**src/sv/lz11d_pkg.sv**
```systemverilog
package lz11d_pkg;

    localparam int WINDOW_DEPTH = 4096;
    localparam int WIN_AW       = $clog2(WINDOW_DEPTH);
    localparam int SIZE_BITS    = 24;
    localparam int LEN_W        = 17;
    localparam int DIST_W       = 13;

    localparam logic [7:0]       HDR_ID    = 8'h11;
    localparam logic [LEN_W-1:0] LEN4_BIAS = 17'h111;
    localparam logic [LEN_W-1:0] LEN3_BIAS = 17'h11;
    localparam logic [LEN_W-1:0] LEN2_BIAS = 17'h1;
    localparam logic [3:0]       NIB_MASK  = 4'hF;

    typedef enum logic [1:0] {
        ST_OK         = 2'd0,
        ST_BAD_ID     = 2'd1,
        ST_BAD_DIST   = 2'd2,
        ST_UNEXPECTED = 2'd3
    } status_t;

    typedef enum logic [7:0] {
        PH_ID    = 8'b0000_0001,
        PH_S0    = 8'b0000_0010,
        PH_S1    = 8'b0000_0100,
        PH_S2    = 8'b0000_1000,
        PH_FLAG  = 8'b0001_0000,
        PH_DATA  = 8'b0010_0000,
        PH_TOKEN = 8'b0100_0000,
        PH_DONE  = 8'b1000_0000
    } phase_t;

    typedef struct packed {
        logic              emit;
        logic              is_copy;
        logic              last;
        logic              pending;
        status_t           status;
        logic [WIN_AW-1:0] wr_addr;
        logic [WIN_AW-1:0] rd_addr;
    } dec_t;

endpackage

```
**src/sv/lz11d_ctrl.sv**
```systemverilog
module lz11d_ctrl #(
    parameter int SIZE_BITS = lz11d_pkg::SIZE_BITS
) (
    input  logic            clk,
    input  logic            rst_n,
    input  logic            accept,
    input  logic            mode,
    input  logic [7:0]      in_byte,
    input  logic            start_req,
    output lz11d_pkg::dec_t dec
);

    import lz11d_pkg::*;

    localparam logic [23:0] SIZE_MAX24 = 24'((32'd1 << SIZE_BITS) - 32'd1);

    phase_t               phase_reg, phase_next, c_phase;
    logic [7:0]           flag_reg, flag_next, c_flag;
    logic [3:0]           bits_reg, bits_next, c_bits;
    logic [23:0]          tok_reg, tok_next, c_tok;
    logic [2:0]           tok_cnt_reg, tok_cnt_next, c_tok_cnt;
    logic [2:0]           tok_need_reg, tok_need_next, c_tok_need;
    logic [15:0]          size_lo_reg, size_lo_next, c_size_lo;
    logic [SIZE_BITS-1:0] target_reg, target_next, c_target;
    logic [SIZE_BITS-1:0] prod_reg, prod_next, c_prod;
    logic [WIN_AW-1:0]    wp_reg, wp_next, c_wp;
    logic [LEN_W-1:0]     remain_reg, remain_next, c_remain;
    logic [DIST_W-1:0]    dist_reg, dist_next, c_dist;

    logic [SIZE_BITS-1:0] prod_inc;
    logic                 reach;
    logic [23:0]          full_size;
    logic [23:0]          sat_size;
    logic [LEN_W-1:0]     tok_len;
    logic [DIST_W-1:0]    tok_dist;
    logic [3:0]           hi_nib;
    logic [3:0]           bits_dec;

    // start of a new stream clears everything but the history
    always_comb
    begin
        c_phase    = start_req ? PH_ID : phase_reg;
        c_flag     = start_req ? 8'd0 : flag_reg;
        c_bits     = start_req ? 4'd0 : bits_reg;
        c_tok      = start_req ? 24'd0 : tok_reg;
        c_tok_cnt  = start_req ? 3'd0 : tok_cnt_reg;
        c_tok_need = start_req ? 3'd0 : tok_need_reg;
        c_size_lo  = start_req ? 16'd0 : size_lo_reg;
        c_target   = start_req ? '0 : target_reg;
        c_prod     = start_req ? '0 : prod_reg;
        c_wp       = start_req ? '0 : wp_reg;
        c_remain   = start_req ? '0 : remain_reg;
        c_dist     = start_req ? DIST_W'(1) : dist_reg;
    end

    always_comb
    begin
        prod_inc  = c_prod + 1'b1;
        reach     = (prod_inc >= c_target);
        full_size = {in_byte, c_size_lo};
        sat_size  = (full_size > SIZE_MAX24) ? SIZE_MAX24 : full_size;
        hi_nib    = in_byte[7:4];
        bits_dec  = c_bits - 4'd1;
        tok_dist  = {1'b0, c_tok[3:0] & NIB_MASK, in_byte} + DIST_W'(1);
        unique case (c_tok_need)
            3'd4:    tok_len = {1'b0, c_tok[19:4]} + LEN4_BIAS;
            3'd3:    tok_len = {9'd0, c_tok[11:4]} + LEN3_BIAS;
            default: tok_len = {13'd0, c_tok[7:4]} + LEN2_BIAS;
        endcase
    end

    always_comb
    begin
        phase_next    = c_phase;
        flag_next     = c_flag;
        bits_next     = c_bits;
        tok_next      = c_tok;
        tok_cnt_next  = c_tok_cnt;
        tok_need_next = c_tok_need;
        size_lo_next  = c_size_lo;
        target_next   = c_target;
        prod_next     = c_prod;
        wp_next       = c_wp;
        remain_next   = c_remain;
        dist_next     = c_dist;

        dec         = '0;
        dec.status  = ST_OK;
        dec.wr_addr = c_wp;
        dec.rd_addr = c_wp - c_dist[WIN_AW-1:0];

        if (mode)
        begin
            if (c_remain == '0 || c_phase == PH_DONE)
            begin
                dec.status = ST_UNEXPECTED;
            end
            else
            begin
                dec.emit    = 1'b1;
                dec.is_copy = 1'b1;
                remain_next = c_remain - 1'b1;
                wp_next     = c_wp + 1'b1;
                prod_next   = prod_inc;
                if (reach)
                begin
                    dec.last    = 1'b1;
                    phase_next  = PH_DONE;
                    remain_next = '0;
                end
            end
        end
        else if (c_phase == PH_DONE || c_remain != '0)
        begin
            dec.status = ST_UNEXPECTED;
        end
        else
        begin
            unique case (c_phase)
                PH_ID:
                begin
                    if (in_byte == HDR_ID)
                    begin
                        phase_next = PH_S0;
                    end
                    else
                    begin
                        phase_next = PH_DONE;
                        dec.status = ST_BAD_ID;
                    end
                end
                PH_S0:
                begin
                    size_lo_next = {8'd0, in_byte};
                    phase_next   = PH_S1;
                end
                PH_S1:
                begin
                    size_lo_next = {in_byte, c_size_lo[7:0]};
                    phase_next   = PH_S2;
                end
                PH_S2:
                begin
                    target_next = sat_size[SIZE_BITS-1:0];
                    phase_next  = (sat_size == 24'd0) ? PH_DONE : PH_FLAG;
                end
                PH_FLAG:
                begin
                    flag_next  = in_byte;
                    bits_next  = 4'd8;
                    phase_next = PH_DATA;
                end
                PH_DATA:
                begin
                    if (!c_flag[7])
                    begin
                        bits_next  = bits_dec;
                        flag_next  = {c_flag[6:0], 1'b0};
                        phase_next = (bits_dec != 4'd0) ? PH_DATA : PH_FLAG;
                        dec.emit   = 1'b1;
                        wp_next    = c_wp + 1'b1;
                        prod_next  = prod_inc;
                        if (reach)
                        begin
                            dec.last   = 1'b1;
                            phase_next = PH_DONE;
                        end
                    end
                    else
                    begin
                        tok_need_next = (hi_nib == 4'd0) ? 3'd3 :
                                        ((hi_nib == 4'd1) ? 3'd4 : 3'd2);
                        tok_next      = {16'd0, in_byte};
                        tok_cnt_next  = 3'd1;
                        phase_next    = PH_TOKEN;
                    end
                end
                PH_TOKEN:
                begin
                    if (c_tok_cnt + 3'd1 >= c_tok_need)
                    begin
                        tok_next     = '0;
                        tok_cnt_next = '0;
                        bits_next    = bits_dec;
                        flag_next    = {c_flag[6:0], 1'b0};
                        phase_next   = (bits_dec != 4'd0) ? PH_DATA : PH_FLAG;
                        if (24'(tok_dist) > 24'(c_prod))
                        begin
                            phase_next  = PH_DONE;
                            remain_next = '0;
                            dec.status  = ST_BAD_DIST;
                        end
                        else
                        begin
                            remain_next = tok_len;
                            dist_next   = tok_dist;
                        end
                    end
                    else
                    begin
                        tok_next     = {c_tok[15:0], in_byte};
                        tok_cnt_next = c_tok_cnt + 3'd1;
                    end
                end
                default:
                begin
                    dec.status = ST_UNEXPECTED;
                end
            endcase
        end

        dec.pending = (remain_next != '0);
    end

    always_ff @(posedge clk or negedge rst_n)
    begin
        if (!rst_n)
        begin
            phase_reg    <= PH_ID;
            flag_reg     <= '0;
            bits_reg     <= '0;
            tok_reg      <= '0;
            tok_cnt_reg  <= '0;
            tok_need_reg <= '0;
            size_lo_reg  <= '0;
            target_reg   <= '0;
            prod_reg     <= '0;
            wp_reg       <= '0;
            remain_reg   <= '0;
            dist_reg     <= DIST_W'(1);
        end
        else if (accept)
        begin
            phase_reg    <= phase_next;
            flag_reg     <= flag_next;
            bits_reg     <= bits_next;
            tok_reg      <= tok_next;
            tok_cnt_reg  <= tok_cnt_next;
            tok_need_reg <= tok_need_next;
            size_lo_reg  <= size_lo_next;
            target_reg   <= target_next;
            prod_reg     <= prod_next;
            wp_reg       <= wp_next;
            remain_reg   <= remain_next;
            dist_reg     <= dist_next;
        end
    end

endmodule

```
**config.mk**
```make
export PLATFORM = sky130hd
export DESIGN_NAME = lz11d_ctrl
export DESIGN_NICKNAME = d
export VERILOG_FILES = /design/src/sv/lz11d_pkg.sv /design/src/sv/lz11d_ctrl.sv
export SDC_FILE = /design/constraint.sdc
export NUM_CORES = 1
export LEC_CHECK = 0
export ABC_CLOCK_PERIOD_IN_PS = 8950
export CORE_ASPECT_RATIO = 0.6
export CORE_MARGIN = 2
export CORE_UTILIZATION = 66
export CTS_CLUSTER_DIAMETER = 150
export DETAILED_ROUTE_END_ITERATION = 7
export DONT_BUFFER_PORTS = 1
export PLACE_DENSITY = 0.85
export SYNTH_ARGS = -nofsm -noshare
export SYNTH_HDL_FRONTEND = slang
export SYNTH_SLANG_ARGS = --single-unit
```
**constraint.sdc**
```tcl
create_clock -name clk -period 8.95 [get_ports clk]
set_input_delay 0.4475 -clock clk [delete_from_list [all_inputs] [get_ports clk]]
set_output_delay 0.4475 -clock clk [all_outputs]
set_load 0.005 [all_outputs]
```
== After elaboration in Yosys (flattened, before gate mapping) ==
Index checks and enable logic that the tools add are counted.
W data, S select, Z words.
Cells by class
  reduce and logical (&&, ||, !) cells: 9
  equality and inequality tests: 12
  add/sub/neg operators: 10
  magnitude comparators: 4
  multiplexer cells: 98
Operators by type and width (number)
  $mux W24: 16
  $mux W17: 8
  $mux W8: 16
  $mux W13: 6
  $mux W12: 6
  $pmux W8 S7: 1
  $mux W16: 3
  $pmux W24 S2: 1
  $mux W3: 13
  $pmux W17 S2: 1
  $reduce_bool A17 Y1: 2
  $pmux W16 S2: 1
  $add A24 B1 Y24 const B: 1
  $ge A24 B24 Y1: 1
  $gt A13 B24 Y1: 1
  $gt A24 B24 Y1 const B: 1
  $logic_not A24 Y1: 1
  $pmux W8 S3: 1
  $mux W4: 5
  $add A16 B9 Y17 const B: 1
  $logic_not A17 Y1: 1
  $sub A17 B1 Y17 const B: 1
  $eq A8 B5 Y1 const B: 2
  $add A12 B1 Y13 const B: 1
  other kinds (27): 42
Storage, ports and cells
  input port bits: 13
  logic and storage cells: 145
  flip-flop bits (word level): 156
  output and inout bits: 30

== Depth between registers and ports, before layout ==
  depth in word-level cells: 9
  gate-level depth with buffers: 27
  depth with buffers taken out: 22

== Worst setup path before layout ==
OpenSTA, ideal clock, no wires.
  kind: input to output
  from: in start_req
  to: out dec[26] in the netlist's numbering
  buffers on the path: 6
  cell stages on the path: 27
  data required time: 8.503 ns
  arrival: 5.793 ns
  setup slack: 2.710 ns
  cells stage by stage: clkbuf_1 -> buf_1 -> clkbuf_1 -> buf_1 -> nor2b_1 -> ha_1 -> and3_1 -> nand4_1 -> nor4_2 -> and3_1 -> clkbuf_1 -> and3_1 -> nand3_1 -> xor2_1 -> nor2_1 -> ha_1 -> nand4_1 -> nor4_1 -> o21ai_0 -> a21oi_1 -> nor2_1 -> clkbuf_1 -> nor2_1 -> o221ai_1 -> a211oi_1 -> nand4_1 -> or3_1
RTL lines
  start, declared: RTL line lz11d_ctrl.sv:9  | input logic start_req,
  end, declared: RTL line lz11d_ctrl.sv:10  | output lz11d_pkg::dec_t dec

==> summary.md <==
| Metric | Value |
|---|---|
| Outcome | `complete, but fails checks` |
| Failing checks | `negative hold slack` |
| RSZ-0062 raised after global routing | `false` |
| CP max FO | `15` |
| Via count | `11.28k` |
| Initial DRC Count | `2145` |
| Total negative slack | `0 ns` |
| Post-DP HPWL | `25020 µm` |
| Total GRT Usage | `40.81%` |
| Final nets | `1398` |
| Post-route cell area | `0.01195 mm²` |
| Final-layout fill cell count | `1255` |
| Tmin final | `7.121 ns` |
| Hold_ws | `-0.01149 ns` |
| Peak supply drop | `0.1867 mV` |
| Core area | `0.01644 mm²` |
| Initial antenna violation count | `0` |
| Max-cap viol count | `0` |
| Largest buffer count on any clock path | `2` |
| Sequential share of the synthesized area | `33.57%` |
| Cell Chain, Critical Path | `nor2b_1 > ha_1 > and3_1 > nand4_1 > nor4_2 > and3_1 > and3_1 > nand3_1 > xor2_1 > nor2_1 > ha_1 > nand4_1 > nor4_1 > o21ai_0 > a21oi_1 > nor2_1 > o21ai_0 > a21oi_1 > a221oi_1 > nand4_1 > or3_1` |
| Synth cell types | `73` |
| Number of synthesized flops with an enable pin | `0` |
| Largest net degree at the start of global routing | `152` |
| Commonest non-fill, non-tap cell in the layout | `nand2_1` |
| Clock buffer count from CTS | `17` |
| Asr flop ratio synth | `100.0%` |
| Initial Utilization | `68.51%` |
| Wire per inst | `23.23 µm` |
| Yosys reg bits | `151` |
| Root Driver | `clkbuf_16` |
| Syn_nets | `1455` |
| Clock insertion delay at the later pin of the skew report | `0.45 ns` |
| Setup Skew | `0.01491 ns` |
| Ys flop type | `dfrtp_1` |
| Share of cells above drive strength 1 | `4.790%` |
| IO Count | `43` |
| Worst min path class | `in -> async` |
| Tightest Pin Transition | `1.225 ns` |
| PortBufs | `0` |
| CTS tree | `yes` |
| Share of the synthesized area in the top cell type | `33.10%` |
| CP Capture Type | `primary output` |
| Syn. warnings | `0` |
| Startpoint type of the worst setup path | `register` |
| Vias/cell | `7.212` |
| RePlAce Congestion | `0.9539` |
| Max incr delay on CP | `0.69 ns` |
| Die ar. | `0.01816 mm²` |
| Mapped Cells | `1380` |
| Ant diodes | `0` |
| Delay-heaviest family, CP | `simple AND/OR/NAND/NOR gates` |
| Crit path DAT | `6.67 ns` |
| Fmax | `140.4 MHz` |
| CTS HTree Levels | `4` |
| Lkg Pwr | `4.875 nW` |
| Worst Path Class, Setup | `reg -> out` |
| Synth Cell Area | `0.01126 mm²` |
| DP Worst Slack | `2.523 ns` |
| Rows | `36` |
| Final setup vio count | `0` |
| Placed cell areas | `0.01129 mm²` |
| Slowest-stage cell, CP | `o21ai_0` |
| Die Width | `172.7 µm` |
| CP bufs+invs | `0` |
| Avg Cell Area, Syn | `8.162 µm²` |
| Footprint of the multi-input gates | `0.006982 mm²` |
| Reg area | `0.003781 mm²` |
| First-pass GRT wire length | `57470 µm` |
| Clk sinks | `151` |
| Post-CTS Setup Repair Bufs | `0` |
| Pwr dens | `156.8 mW/mm²` |
| Yosys top cell by area | `dfrtp_1` |
| Total gr overflow | `0` |
| Final Hold Viols | `10` |
| Slew Viols, Final | `0` |
| Final Routed Wirelength | `36330 µm` |
| Area contributors post-synth | `dfrtp_1 33%, ha_1 6.8%, nand2_1 5.8%` |
| Vias in the first global route | `10.17k` |
| Critical Path RT | `8.50 ns` |
| # resized after CTS | `0` |
| Final worst slack | `1.829 ns` |
| Most frequent cells in the layout | `173 x nand2_1, 149 x dfrtp_1, 120 x nor2_1` |
| Remaining DRCs | `0` |
| Die height | `105.2 µm` |
| TritonRoute pass-1 iters | `7` |
| Antenna-violating nets left | `0` |
| Area grow syn2layout | `6.132%` |
| Max_slew headroom | `18.03%` |
| Crit share post-route | `79.56%` |
| Clk pin slew, worst setup/hold paths | `0.07 ns` |
[synthesized netlist by cell type, types with 41 or more instances]
library cell	count
a21oi_1	97
a22o_1	43
a22oi_1	46
clkbuf_1	77
dfrtp_1	149
ha_1	61
inv_1	43
nand2_1	173
nand3_1	43
nor2_1	120
o21ai_0	87
xnor2_1	41
[stage by stage]
step / total power [mW] / instances / utilization [%]
after CTS: 1.859 / 1564 / 72.71
after global placement: 1.064 / 1531 / 68.68
after global routing: 1.943 / 1564 / 72.71
after detailed placement: 1.071 / 1531 / 68.68
after floorplan: 1.000 / 1380 / -
final: 1.875 / 1564 / 72.71
[kinds of logic (layout without fill, tap and decap cells)]
group | after synthesis | count (layout) | synth area share, %
simple gates | 505 | 505 | 21.37
compound gates | 456 | 456 | 27.79
buf+inv | 133 | 89 | 4.443
fa+ha+maj | 62 | 62 | 6.954
mux | 10 | 10 | 0.9665
flops | 151 | 151 | 33.57
xor+xnor | 63 | 63 | 4.899
[power by group]
part           internal (mW)  total (mW)  switching, mW  leakage (nW)
registers              0.708       0.747         0.0387          2.06
logic                  0.115       0.345          0.230          2.51
clock network          0.451       0.783          0.331         0.306
[worst paths after layout]
path / from / endpoint / slack, ns / cells after the start
max: prod_reg[0] / dec[26] / 1.83 / 21
min: rst_n / prod_reg[1] / -0.01 / 1
max reg2reg: prod_reg[0] / phase_reg[1] / 2.62 / 21
min reg2reg: flag_reg[0] / flag_reg[0] / 0.50 / 1
max in group asynchronous: rst_n / remain_reg[8] / 8.35 / 1
min in group clk: in_byte[0] / dist_reg[0] / 0.05 / 1
[routing by layer]
| layer | global-route usage, % | share of wire (%) | up-vias |
|---|---|---|---|
| li1 | - | - | 5027 |
| met1 | 61.02 | 42 | 5270 |
| met2 | 52.55 | 39 | 903 |
| met3 | 17.18 | 18 | 80 |
| met4 | 12.05 | 2.1 | 0 |
| met5 | 0 | 0 | - |
[final cells by class]
class	instances	share of cell area, %
multi-input combinational	1096	58.40
sequential	151	31.63
clock buffer	17	3.559
tap	228	2.386
clock inverter	15	1.748
inverter	47	1.476
timing repair buffer	10	0.7955
[worst reg2reg max path, delay by kind of cell, from the launching register on]
| kind | cells | cell delay (ns) |
|---|---|---|
| flops | 1 | 0.37 |
| compound gates | 7 | 1.73 |
| fa+ha+maj | 2 | 0.65 |
| simple gates | 11 | 3.31 |
| xor+xnor | 1 | 0.18 |
[repair_timing]
action,CTS,global route
setup endpoints to repair,0,0
hold endpoints to repair,151,0
hold buffers,1,0
(Power assumes the default switching activity.)
